===== src/atr_pkg.sv =====
// ----------------------------------------------------------------------------
// atr_pkg
// Shared constants, codes and types of the alpha transfer ramp unit.
// ----------------------------------------------------------------------------
package atr_pkg;

   localparam int MAX_STOPS = 16;
   localparam int LEVELS    = 256;
   localparam int SLOT_W    = 4;
   localparam int CNT_W     = 5;
   localparam int LEVEL_W   = 8;
   localparam int FRAC_W    = 16;
   localparam int BYTE_W    = 8;
   localparam int STOP_W    = 2 * FRAC_W;
   localparam int PROD_W    = 2 * FRAC_W;
   localparam int DIVD_W    = PROD_W + BYTE_W + 1;
   localparam int QCNT_W    = $clog2(BYTE_W);

   typedef enum logic {
      OP_WRITE = 1'b0,
      OP_EVAL  = 1'b1
   } atr_op_type;

   typedef enum logic [2:0] {
      ST_IDLE,
      ST_FIRST,
      ST_LAST,
      ST_SCAN,
      ST_CALC
   } atr_state_type;

   typedef enum logic [1:0] {
      CS_IDLE,
      CS_MUL,
      CS_SUM,
      CS_DIV
   } atr_calc_state_type;

   typedef struct packed {
      logic              go;
      logic [FRAC_W-1:0] a_lo;
      logic [FRAC_W-1:0] a_hi;
      logic [FRAC_W-1:0] w;
      logic [FRAC_W-1:0] d;
   } atr_calc_req_type;

   typedef struct packed {
      logic              done;
      logic [BYTE_W-1:0] alpha_byte;
   } atr_calc_rsp_type;

endpackage


===== src/atr_ram.sv =====
// ----------------------------------------------------------------------------
// atr_ram
// Generic single-write, single-read synchronous RAM with registered read.
// ----------------------------------------------------------------------------
module atr_ram #(
   parameter int WIDTH = 32,
   parameter int DEPTH = 16
) (
   input  logic                     clock,
   input  logic                     wr_en,
   input  logic [$clog2(DEPTH)-1:0] wr_addr,
   input  logic [WIDTH-1:0]         wr_data,
   input  logic [$clog2(DEPTH)-1:0] rd_addr,
   output logic [WIDTH-1:0]         rd_data
);

   logic [WIDTH-1:0] mem_ff [DEPTH];
   logic [WIDTH-1:0] rd_data_ff;

   always_ff @(posedge clock) begin
      if (wr_en) begin
         mem_ff[wr_addr] <= wr_data;
      end
      rd_data_ff <= mem_ff[rd_addr];
   end

   assign rd_data = rd_data_ff;

endmodule


===== src/atr_calc.sv =====
// ----------------------------------------------------------------------------
// atr_calc
// Interpolation arithmetic: two products, a scaled sum and an 8-step
// restoring division that yields the rounded alpha byte.
// ----------------------------------------------------------------------------
module atr_calc import atr_pkg::*; (
   input  logic             clock,
   input  logic             reset,
   input  atr_calc_req_type req,
   output atr_calc_rsp_type rsp
);

   atr_calc_state_type state_ff, state_in;
   logic [FRAC_W-1:0]  a_lo_ff, a_lo_in;
   logic [FRAC_W-1:0]  a_hi_ff, a_hi_in;
   logic [FRAC_W-1:0]  w_ff, w_in;
   logic [FRAC_W-1:0]  d_ff, d_in;
   logic [PROD_W-1:0]  p1_ff, p1_in;
   logic [PROD_W-1:0]  p2_ff, p2_in;
   logic [DIVD_W-1:0]  rem_ff, rem_in;
   logic [DIVD_W-1:0]  dsh_ff, dsh_in;
   logic [BYTE_W-1:0]  q_ff, q_in;
   logic [QCNT_W-1:0]  cnt_ff, cnt_in;
   logic [PROD_W-1:0]  num;
   logic [PROD_W-1:0]  den;
   logic [DIVD_W-1:0]  num_ext;
   logic               q_bit;

   always_ff @(posedge clock) begin
      if (reset) begin
         state_ff <= CS_IDLE;
      end else begin
         state_ff <= state_in;
      end
      a_lo_ff <= a_lo_in;
      a_hi_ff <= a_hi_in;
      w_ff    <= w_in;
      d_ff    <= d_in;
      p1_ff   <= p1_in;
      p2_ff   <= p2_in;
      rem_ff  <= rem_in;
      dsh_ff  <= dsh_in;
      q_ff    <= q_in;
      cnt_ff  <= cnt_in;
   end

   always_comb begin
      state_in = state_ff;
      a_lo_in  = a_lo_ff;
      a_hi_in  = a_hi_ff;
      w_in     = w_ff;
      d_in     = d_ff;
      p1_in    = p1_ff;
      p2_in    = p2_ff;
      rem_in   = rem_ff;
      dsh_in   = dsh_ff;
      q_in     = q_ff;
      cnt_in   = cnt_ff;
      num      = p1_ff + p2_ff;
      den      = {w_ff, {FRAC_W{1'b0}}} - {{FRAC_W{1'b0}}, w_ff};
      num_ext  = DIVD_W'(num);
      q_bit    = (rem_ff >= dsh_ff);
      rsp.done       = 1'b0;
      rsp.alpha_byte = {q_ff[BYTE_W-2:0], q_bit};
      unique case (state_ff)
         CS_IDLE: begin
            if (req.go) begin
               a_lo_in  = req.a_lo;
               a_hi_in  = req.a_hi;
               w_in     = req.w;
               d_in     = req.d;
               state_in = CS_MUL;
            end
         end
         CS_MUL: begin
            p1_in    = a_lo_ff * (w_ff - d_ff);
            p2_in    = a_hi_ff * d_ff;
            state_in = CS_SUM;
         end
         CS_SUM: begin
            rem_in   = (num_ext << BYTE_W) - num_ext + DIVD_W'(den >> 1);
            dsh_in   = DIVD_W'(den) << (BYTE_W - 1);
            q_in     = '0;
            cnt_in   = QCNT_W'(BYTE_W - 1);
            state_in = CS_DIV;
         end
         CS_DIV: begin
            if (q_bit) begin
               rem_in = rem_ff - dsh_ff;
            end
            dsh_in = dsh_ff >> 1;
            q_in   = {q_ff[BYTE_W-2:0], q_bit};
            cnt_in = cnt_ff - QCNT_W'(1);
            if (cnt_ff == '0) begin
               rsp.done = 1'b1;
               state_in = CS_IDLE;
            end
         end
         default: begin
            state_in = CS_IDLE;
         end
      endcase
   end

endmodule


===== src/atr_ctrl.sv =====
// ----------------------------------------------------------------------------
// atr_ctrl
// Sequencer: stores stops, walks the stop memory to find the segment that
// holds t, hands the operands to the arithmetic and presents the result.
// ----------------------------------------------------------------------------
module atr_ctrl import atr_pkg::*; (
   input  logic              clock,
   input  logic              reset,
   input  logic              start,
   output logic              busy,
   input  logic              req_operation,
   input  logic [SLOT_W-1:0] req_stop_slot,
   input  logic [FRAC_W-1:0] req_stop_position,
   input  logic [FRAC_W-1:0] req_stop_alpha,
   input  logic [LEVEL_W-1:0] req_level,
   input  logic [CNT_W-1:0]  stop_count,
   output logic              ram_wr_en,
   output logic [SLOT_W-1:0] ram_wr_addr,
   output logic [STOP_W-1:0] ram_wr_data,
   output logic [SLOT_W-1:0] ram_rd_addr,
   input  logic [STOP_W-1:0] ram_rd_data,
   output atr_calc_req_type  calc_req,
   input  atr_calc_rsp_type  calc_rsp,
   output logic              rsp_strobe,
   output logic [LEVEL_W-1:0] rsp_gray_value,
   output logic [BYTE_W-1:0] rsp_alpha_byte
);

   atr_state_type      state_ff, state_in;
   logic [FRAC_W-1:0]  t_ff, t_in;
   logic [LEVEL_W-1:0] level_ff, level_in;
   logic [CNT_W-1:0]   n_ff, n_in;
   logic [CNT_W-1:0]   idx_ff, idx_in;
   logic [FRAC_W-1:0]  lo_p_ff, lo_p_in;
   logic [FRAC_W-1:0]  lo_a_ff, lo_a_in;
   logic [FRAC_W-1:0]  last_a_ff, last_a_in;
   logic               strobe_ff, strobe_in;
   logic [LEVEL_W-1:0] gray_ff, gray_in;
   logic [BYTE_W-1:0]  alpha_ff, alpha_in;
   logic [FRAC_W-1:0]  r_pos;
   logic [FRAC_W-1:0]  r_alpha;
   logic [CNT_W-1:0]   n_clamp;
   logic [CNT_W-1:0]   last_idx;
   logic [CNT_W-1:0]   idx_nx;

   always_ff @(posedge clock) begin
      if (reset) begin
         state_ff  <= ST_IDLE;
         strobe_ff <= 1'b0;
      end else begin
         state_ff  <= state_in;
         strobe_ff <= strobe_in;
      end
      t_ff      <= t_in;
      level_ff  <= level_in;
      n_ff      <= n_in;
      idx_ff    <= idx_in;
      lo_p_ff   <= lo_p_in;
      lo_a_ff   <= lo_a_in;
      last_a_ff <= last_a_in;
      gray_ff   <= gray_in;
      alpha_ff  <= alpha_in;
   end

   assign r_pos    = ram_rd_data[STOP_W-1:FRAC_W];
   assign r_alpha  = ram_rd_data[FRAC_W-1:0];
   assign n_clamp  = (stop_count > CNT_W'(MAX_STOPS)) ? CNT_W'(MAX_STOPS) : stop_count;
   assign last_idx = n_ff - CNT_W'(1);
   assign idx_nx   = idx_ff + CNT_W'(1);

   always_comb begin
      state_in  = state_ff;
      t_in      = t_ff;
      level_in  = level_ff;
      n_in      = n_ff;
      idx_in    = idx_ff;
      lo_p_in   = lo_p_ff;
      lo_a_in   = lo_a_ff;
      last_a_in = last_a_ff;
      strobe_in = 1'b0;
      gray_in   = gray_ff;
      alpha_in  = alpha_ff;
      busy        = (state_ff != ST_IDLE);
      ram_wr_en   = 1'b0;
      ram_wr_addr = req_stop_slot;
      ram_wr_data = {req_stop_position, req_stop_alpha};
      ram_rd_addr = '0;
      calc_req.go   = 1'b0;
      calc_req.a_lo = '0;
      calc_req.a_hi = '0;
      calc_req.w    = FRAC_W'(1);
      calc_req.d    = '0;
      unique case (state_ff)
         ST_IDLE: begin
            if (start) begin
               if (req_operation == OP_WRITE) begin
                  ram_wr_en = 1'b1;
               end else begin
                  t_in     = {req_level, req_level};
                  level_in = req_level;
                  n_in     = n_clamp;
                  if (n_clamp == '0) begin
                     calc_req.go   = 1'b1;
                     calc_req.a_lo = {req_level, req_level};
                     state_in      = ST_CALC;
                  end else begin
                     ram_rd_addr = '0;
                     state_in    = ST_FIRST;
                  end
               end
            end
         end
         ST_FIRST: begin
            lo_p_in = r_pos;
            lo_a_in = r_alpha;
            if (t_ff <= r_pos) begin
               calc_req.go   = 1'b1;
               calc_req.a_lo = r_alpha;
               state_in      = ST_CALC;
            end else begin
               ram_rd_addr = last_idx[SLOT_W-1:0];
               state_in    = ST_LAST;
            end
         end
         ST_LAST: begin
            last_a_in = r_alpha;
            if (t_ff >= r_pos) begin
               calc_req.go   = 1'b1;
               calc_req.a_lo = r_alpha;
               state_in      = ST_CALC;
            end else begin
               ram_rd_addr = SLOT_W'(1);
               idx_in      = CNT_W'(1);
               state_in    = ST_SCAN;
            end
         end
         ST_SCAN: begin
            if (t_ff <= r_pos) begin
               calc_req.go = 1'b1;
               state_in    = ST_CALC;
               if (r_pos <= lo_p_ff || t_ff < lo_p_ff) begin
                  calc_req.a_lo = lo_a_ff;
               end else begin
                  calc_req.a_lo = lo_a_ff;
                  calc_req.a_hi = r_alpha;
                  calc_req.w    = r_pos - lo_p_ff;
                  calc_req.d    = t_ff - lo_p_ff;
               end
            end else begin
               lo_p_in = r_pos;
               lo_a_in = r_alpha;
               idx_in  = idx_nx;
               if (idx_nx == n_ff) begin
                  calc_req.go   = 1'b1;
                  calc_req.a_lo = last_a_ff;
                  state_in      = ST_CALC;
               end else begin
                  ram_rd_addr = idx_nx[SLOT_W-1:0];
               end
            end
         end
         ST_CALC: begin
            if (calc_rsp.done) begin
               strobe_in = 1'b1;
               gray_in   = level_ff;
               alpha_in  = calc_rsp.alpha_byte;
               state_in  = ST_IDLE;
            end
         end
         default: begin
            state_in = ST_IDLE;
         end
      endcase
   end

   assign rsp_strobe     = strobe_ff;
   assign rsp_gray_value = gray_ff;
   assign rsp_alpha_byte = alpha_ff;

endmodule


===== src/alpha_transfer_ramp_unit.sv =====
// ----------------------------------------------------------------------------
// alpha_transfer_ramp_unit
// Gray ramp transfer-table entry builder with piecewise linear opacity.
// ----------------------------------------------------------------------------
// A beat is accepted on a rising edge with start high and busy low. A write
// beat (req_operation low) stores one stop and gives no result.
// An evaluate beat gives one result on rsp_gray_value and rsp_alpha_byte,
// marked by rsp_strobe for exactly one cycle; the receiver cannot stall it.
// The stop count register is written through the csr_ channel while the
// block is idle.
// An evaluate beat with no stops goes straight to the arithmetic; with
// stops, the segment search may walk the whole stop memory, one stop read
// per cycle from its single read port. The arithmetic after the search
// is two products, one sum and an eight-step division. busy falls in the
// strobe cycle, so the next beat may be accepted there. Reset clears the
// sequencer and the stop count; stop memory contents are undefined until
// written.
// ----------------------------------------------------------------------------
module alpha_transfer_ramp_unit import atr_pkg::*; (
   input  logic               clock,
   input  logic               reset,
   input  logic               start,
   output logic               busy,
   input  logic               req_operation,
   input  logic [SLOT_W-1:0]  req_stop_slot,
   input  logic [FRAC_W-1:0]  req_stop_position,
   input  logic [FRAC_W-1:0]  req_stop_alpha,
   input  logic [LEVEL_W-1:0] req_level,
   output logic               rsp_strobe,
   output logic [LEVEL_W-1:0] rsp_gray_value,
   output logic [BYTE_W-1:0]  rsp_alpha_byte,
   input  logic               csr_valid,
   output logic               csr_ready,
   input  logic [CNT_W-1:0]   csr_stop_count
);

   logic [CNT_W-1:0]  stop_count_ff, stop_count_in;
   logic              ram_wr_en;
   logic [SLOT_W-1:0] ram_wr_addr;
   logic [STOP_W-1:0] ram_wr_data;
   logic [SLOT_W-1:0] ram_rd_addr;
   logic [STOP_W-1:0] ram_rd_data;
   atr_calc_req_type  calc_req;
   atr_calc_rsp_type  calc_rsp;

   assign csr_ready     = ~busy;
   assign stop_count_in = (csr_valid && csr_ready) ? csr_stop_count : stop_count_ff;

   always_ff @(posedge clock) begin
      if (reset) begin
         stop_count_ff <= '0;
      end else begin
         stop_count_ff <= stop_count_in;
      end
   end

   atr_ram #(
      .WIDTH (STOP_W),
      .DEPTH (MAX_STOPS)
   ) u_ram (
      .clock   (clock),
      .wr_en   (ram_wr_en),
      .wr_addr (ram_wr_addr),
      .wr_data (ram_wr_data),
      .rd_addr (ram_rd_addr),
      .rd_data (ram_rd_data)
   );

   atr_calc u_calc (
      .clock (clock),
      .reset (reset),
      .req   (calc_req),
      .rsp   (calc_rsp)
   );

   atr_ctrl u_ctrl (
      .clock             (clock),
      .reset             (reset),
      .start             (start),
      .busy              (busy),
      .req_operation     (req_operation),
      .req_stop_slot     (req_stop_slot),
      .req_stop_position (req_stop_position),
      .req_stop_alpha    (req_stop_alpha),
      .req_level         (req_level),
      .stop_count        (stop_count_ff),
      .ram_wr_en         (ram_wr_en),
      .ram_wr_addr       (ram_wr_addr),
      .ram_wr_data       (ram_wr_data),
      .ram_rd_addr       (ram_rd_addr),
      .ram_rd_data       (ram_rd_data),
      .calc_req          (calc_req),
      .calc_rsp          (calc_rsp),
      .rsp_strobe        (rsp_strobe),
      .rsp_gray_value    (rsp_gray_value),
      .rsp_alpha_byte    (rsp_alpha_byte)
   );

endmodule


===== config.mk =====
export PLATFORM = sky130hd
export DESIGN_NAME = alpha_transfer_ramp_unit
export DESIGN_NICKNAME = d
export VERILOG_FILES = /design/src/atr_pkg.sv /design/src/atr_ram.sv /design/src/atr_calc.sv /design/src/atr_ctrl.sv /design/src/alpha_transfer_ramp_unit.sv
export SDC_FILE = /design/constraint.sdc
export NUM_CORES = 2
export LEC_CHECK = 0
export BUFFER_PORTS_ARGS = -buffer_cell sky130_fd_sc_hd__buf_4
export CAP_MARGIN = 15
export CORE_MARGIN = 4
export CORE_UTILIZATION = 35
export DETAILED_ROUTE_END_ITERATION = 10
export SLEW_MARGIN = 20
export SYNTH_ARGS = -nofsm -noshare
export SYNTH_HDL_FRONTEND = slang
export SYNTH_SLANG_ARGS = --single-unit
export TNS_END_PERCENT = 50

===== constraint.sdc =====
create_clock -name clock -period 9.2 [get_ports clock]
set_input_delay 1.38 -clock clock [delete_from_list [all_inputs] [get_ports clock]]
set_output_delay 1.38 -clock clock [all_outputs]
set_load 0.01 [all_outputs]

# Word level (Yosys, flattened, before mapping)
# Memory sizes are Yosys's and may differ from the RTL's. A register that Yosys moved wholly into a read port is not among the register bits.
# Index checks and enable logic that the tools add are counted.
# op_classes
add_sub_neg	11
mul	2
n_div	0
order_cmp	6
eq_ne	17
shift	0
mux	46
bitwise	4
n_reduce_logical	20
# ops
op	count
$pmux 41 s2	2
$mux 17	7
$pmux 17 s4	1
$pmux 16 s2	2
$add 41x31->41	1
$ge 41x41->1	1
$mux 41	1
$sub 40x32->41	1
$sub 41x41->41	1
$add 32x32->32	1
$le 16x16->1	2
$mul 16x16->32	1
$mul 16x32->32	1
$mux 16	2
$sub 16x16->16	2
$sub 32x16->32	1
$mux 3	8
$sub 16x16->17	1
$ge 16x16->1	1
$lt 16x16->1	1
$mux 5	3
$pmux 3 s5	1
$pmux 7 s2	1
$mux 4	3
other kinds (32)	60
# word_totals
register_bits	329
latch_bits	0
ramBits	512
mem_bits_ro	0
out_inout_bits	19
elab_cells	130
memories	1
# memory_table
name	depth	width	rd	rd_clocked_by_memory_dff	write_ports	line	text
u_ram.mem_ff	16	32	1	1	1	atr_ram.sv:17	logic [WIDTH-1:0] mem_ff [DEPTH];

# Longest topological paths before layout
# depth
ltp_word	9
mapped_depth	40

# Cells and area by module
# A second synthesis with hierarchy kept.
# hier_totals
cells_unflattened	4957
area_unflattened_um2	58991.6
# by_module_without_submodules
mod	instances	cells_each	area_per_inst_um2	seq_area_each_um2
atr_calc	1	3514	32740.2	6586.3
atr_ram	1	838	19836.5	16015.4
atr_ctrl	1	583	6184.7	2542.4
alpha_transfer_ramp_unit	1	22	230.2	100.1

# Worst setup path after synthesis
# Ideal clock, no wire load.
# synth_timing
path_type	reg2reg
start	reg u_calc.d_ff[2]
end	reg u_calc.p1_ff[31] (data pin)
arrival_time_ps	8692
required_ps	8940
path_slack_ps	248
stages_incl_launch_ff	36
period_less_slack_ps	8952
cell_sequence	edfxtp_1 clkbuf_1 inv_1 ha_1 nor2b_1 o21ai_0 a21boi_0 o21ai_0 a21oi_1 a41oi_1 a211oi_1 a211o_1 a21oi_1 clkbuf_1 nand2_1 fa_1 inv_1 fa_1 fa_1 fa_1 fa_1 inv_1 fa_1 inv_1 ha_1 and3_1 a221o_1 a21o_1 a21o_1 a2111o_1 a21oi_1 o31ai_1 nor4_1 nor3_1 xnor2_1 xnor2_1
# synth_between
elab_chain_len	2
# synth_rtl
item	line	text
from (decl)	atr_calc.sv:17	logic [FRAC_W-1:0] d_ff, d_in;
from (signal assigned)	atr_calc.sv:38	d_ff <= d_in;
$sub 16x16->17	atr_calc.sv:76	p1_in = a_lo_ff * (w_ff - d_ff);
$mul 16x32->32	atr_calc.sv:76	
to (signal assigned)	atr_calc.sv:39	p1_ff <= p1_in;
to (decl)	atr_calc.sv:18	logic [PROD_W-1:0] p1_ff, p1_in;
# Every way passes these cells.
# A chain may end at the register's enable or synchronous reset.

# Worst setup path after layout
# layout_timing
start	reg u_calc.w_ff[0]
end	reg u_calc.p1_ff[31] (data pin)
# layout_between
elab_chain_len	2
# layout_rtl
item	line	text
from (decl)	atr_calc.sv:16	logic [FRAC_W-1:0] w_ff, w_in;
from (signal assigned)	atr_calc.sv:37	w_ff <= w_in;
$sub 16x16->17	atr_calc.sv:76	
$mul 16x32->32	atr_calc.sv:76	
# Every way passes these cells.

==> load_flow_metrics.sql <==
INSERT INTO impl_metrics (metric_group, metric, value, unit) VALUES
('run', 'max_cap_viol_count', '0', ''),
('yosys', 'synth_top_cell_area_share', '41.2', '%'),
('routing', 'finalWirelength', '153', 'mm'),
('grt', 'first_global_vias', '39700', ''),
('yosys', 'synth_seq_area_share', '42.7', '%'),
('timing', 'fin_crit', '8790', 'ps'),
('routing', 'post-route-drc-count', '0', ''),
('placement', 'detailed_place.area', '0.0627', 'mm²'),
('placement', 'place_hpwl', '109', 'mm'),
('critical_path', 'timing_worst_setup_path_type', 'flop to flop', ''),
('cts', 'cts.sinks', '855', ''),
('routing', 'final_antenna_net_count', '0', ''),
('yosys', 'synth_async_sr_flop_share', '0', '%'),
('critical_path', 'critical_path_arrival', '9210', 'ps'),
('yosys', 'post_synth_main_area_contributors', 'sky130_fd_sc_hd__edfxtp_1 41%, sky130_fd_sc_hd__fa_1 17%, sky130_fd_sc_hd__ha_1 7.6%', ''),
('cts', 'cts.reportedPaths.clkPinSlew', '60', 'ps'),
('placement', 'numPortBuffers', '72', ''),
('yosys', 'synth_area_per_inst', '11.3', 'µm²'),
('finish', 'layout.cell_area.non_filler', '0.0658', 'mm²'),
('cts', 'hold_buf_cts', '0', ''),
('timing', 'slew_headroom', '29.1', '%'),
('critical_path', 'timing.critical_path.max_delay_family', 'adder cells', ''),
('critical_path', 'worst-path-buf-inv', '6', ''),
('yosys', 'ys_ff_latch', '855', ''),
('timing', 'worst_slew_pin_slew', '1060', 'ps'),
('grt', 'antenna_violations_before_repair', '12', ''),
('yosys', 'post_synth_inst_count', '5212', ''),
('timing', 'fin_hold_ws', '417', 'ps'),
('cts', 'ctsHtreeMaxLevel', '3', ''),
('die', 'dieWidth', '419', 'µm'),
('yosys', 'ys.flop_type', 'sky130_fd_sc_hd__edfxtp_1', ''),
('yosys', 'synth-edff-count', '812', ''),
('die', 'rows', '150', ''),
('cts', 'cts_buffers', '88', ''),
('critical_path', 'crit_path_start_kind', 'flop', ''),
('routing', 'drt_pass1_iterations', '5', ''),
('cts', 'clock_latency', '730', 'ps'),
('timing', 'largest_clock_skew_in_the_final_design', '70.3', 'ps'),
('grt', 'grt_util_all_layers', '17.5', '%'),
('yosys', 'synthesis.nets', '6119', ''),
('yosys', 'netlist.top_cell.by_area', 'sky130_fd_sc_hd__edfxtp_1', ''),
('die', 'starting_density_of_the_core', '35.3', '%'),
('routing', 'avgRoutedWirePerCell', '20.2', 'µm'),
('finish', 'layout-drive-gt1-share', '8.64', '%'),
('critical_path', 'critPathSlowestCell', 'sky130_fd_sc_hd__fa_1', ''),
('status', 'outcome', 'completed', ''),
('critical_path', 'critical_path.max_fanout', '12', ''),
('finish', 'nets', '6214', ''),
('timing', 'number_of_hold_slack_violations_in_the_final_timing_report', '0', ''),
('timing', 'postLayoutSetupSlackWorst', '410', 'ps'),
('timing', 'fmax', '0.114', 'GHz'),
('cts', 'cts-root-to-sink-buffers', '3', ''),
('critical_path', 'worst_path_largest_cell_delay', '530', 'ps'),
('timing', 'post-route-period-util', '95.5', '%'),
('grt', 'overflow', '0', ''),
('yosys', 'yosysWarnings', '0', ''),
('timing', 'setup_viol_count_final', '0', ''),
('die', 'floorplan.die_area', '0.176', 'mm²'),
('die', 'die_extent_in_y', '419', 'µm'),
('worst_hold_path', 'min-delay-path-class', 'flop to flop', ''),
('placement', 'place_worst_setup_slack', '-82.9', 'ps'),
('cts', 'clock_tree_from_tritoncts', 'done', ''),
('timing', 'slew_viol_final', '0', ''),
('grt', 'grt_max_degree', '85', ''),
('critical_path', 'critPathCaptureType', 'flop', ''),
('grt', 'grt_first_pass_wirelength', '236', 'mm'),
('routing', 'vias', '38600', ''),
('die', 'io_pins', '73', ''),
('routing', 'post_drt_via_cell_ratio', '5.09', ''),
('die', 'core_region', '0.168', 'mm²'),
('critical_path', 'timing.critical_path.required', '9620', 'ps'),
('critical_path', 'cpMostUsedCell', 'sky130_fd_sc_hd__fa_1', ''),
('yosys', 'post_synth_num_cell_types', '73', ''),
('placement', 'gp_congestion', '0.883', ''),
('finish', 'flow.area_growth_from_synthesis', '11.3', '%'),
('yosys', 'mappedNetlistArea', '0.0591', 'mm²'),
('cts', 'clockRootBuffer', 'sky130_fd_sc_hd__clkbuf_16', ''),
('routing', 'drt_first_iter_violations', '2561', '');
-- repair_timing --
item,CTS,global route
pin swaps,0,8
buffers inserted,0,5
endpoints found under the setup margin,1,6
gates resized for setup,1,20
-- per-stage QoR --
| step | utilization (%) | std cells | setup TNS (ps) |
|---|---|---|---|
| floorplan | - | 5212 | 0 |
| global placement | 37.4 | 7415 | 0 |
| detailed placement | 37.4 | 7415 | -82.9 |
| CTS | 39.2 | 7579 | 0 |
| global route | 39.3 | 7585 | -1.26 |
| finish | 39.3 | 7588 | 0 |
-- area by class of cell --
class                      count  area (µm²)
clock inverter                46         515
antenna                        3        7.51
inverter                     721        2710
sequential                   855       25200
clock buffer                 118        2400
tap                         2204        2760
fill                       16100      102000
multi-input combinational   3455       30700
timing repair buffer         186        1430
-- per-layer routing --
metal  track usage, %  share of wire, %
met1             22.8                43
met2             30.5                50
met3             2.64               5.1
met4             4.23               2.4
met5                0             0.027
-- cells in the mapped netlist (18+ instances only) --
cell	instances
sky130_fd_sc_hd__edfxtp_1	812
sky130_fd_sc_hd__inv_1	721
sky130_fd_sc_hd__nand2_1	584
sky130_fd_sc_hd__fa_1	493
sky130_fd_sc_hd__ha_1	360
sky130_fd_sc_hd__and2_1	235
sky130_fd_sc_hd__nor2_1	221
sky130_fd_sc_hd__a21oi_1	206
sky130_fd_sc_hd__clkbuf_1	151
sky130_fd_sc_hd__mux2i_1	147
sky130_fd_sc_hd__xnor2_1	140
sky130_fd_sc_hd__o21ai_0	111
sky130_fd_sc_hd__a21o_1	101
sky130_fd_sc_hd__xor2_1	75
sky130_fd_sc_hd__o22ai_1	68
sky130_fd_sc_hd__nor2b_1	61
sky130_fd_sc_hd__nor3_1	61
sky130_fd_sc_hd__a21boi_0	48
sky130_fd_sc_hd__mux2_2	47
sky130_fd_sc_hd__dfxtp_1	43
sky130_fd_sc_hd__nand2b_1	43
sky130_fd_sc_hd__nand3_1	42
sky130_fd_sc_hd__nand4_1	40
sky130_fd_sc_hd__a221o_1	35
sky130_fd_sc_hd__or4_1	34
sky130_fd_sc_hd__o21a_1	32
sky130_fd_sc_hd__mux2_4	29
sky130_fd_sc_hd__o21bai_1	28
sky130_fd_sc_hd__and3_1	27
sky130_fd_sc_hd__a31oi_1	18
-- worst paths after layout --
kind,slack (ps),end,depth (start not counted),startpoint
max,410,u_calc.p1_ff[31]$_DFFE_PN_,36,u_calc.w_ff[0]$_SDFFCE_PP1P_
min,420,u_ctrl.rsp_alpha_byte[7]$_DFFE_PP_,0,u_calc.q_ff[6]$_SDFFCE_PN0P_
max reg2reg,410,u_calc.p1_ff[31]$_DFFE_PN_,36,u_calc.w_ff[0]$_SDFFCE_PP1P_
min reg2reg,420,u_ctrl.rsp_alpha_byte[7]$_DFFE_PP_,0,u_calc.q_ff[6]$_SDFFCE_PN0P_
-- placed cells by master, fill, tap and decap left out, drive strengths merged, types with 8 or more instances in the layout --
cell type    n
or4         34
o22ai       68
a211o       10
nand4       40
or2         12
o2111ai      8
o21a        32
fa         493
xnor2      141
clkinv      35
nand3       43
and2       235
xor2        75
or3         15
o21bai      28
and3        27
inv        724
nand2      584
o21ai      112
nor3        62
a21oi      206
a31oi       18
edfxtp     812
a211oi      16
mux2i      147
mux2        76
nor2b       61
nor2       221
dfxtp       43
nand2b      43
o211ai       8
ha         360
clkbuf     118
a221o       35
o31ai       16
buf        186
a21o       101
a21boi      50
-- state kept, by name (all words and copies together) (netlist names), 32 cells and up --
signal,flops
u_calc.rem_ff,41
u_ram.rd_data,32
u_calc.p1_ff,32
u_calc.p2_ff,32
u_ram.mem_ff,512
u_calc.dsh_ff,39
-- kinds of logic (layout without fill, tap and decap cells) --
kind of cell	Yosys count	count (layout)	synth area share, %
XOR/XNOR	216	216	3.21
AO/OA/AOI/OAI	759	759	8.43
AND/OR/NAND/NOR	1404	1404	11.4
multiplexers	223	223	4.12
flip-flops	855	855	42.7
buffers and inverters	902	1071	5.86
other	0	3	0
adder cells (fa/ha/maj)	853	853	24.3
Power is not shown: default switching activity piles up to over one toggle a cycle in this logic, so the estimate is an artifact.
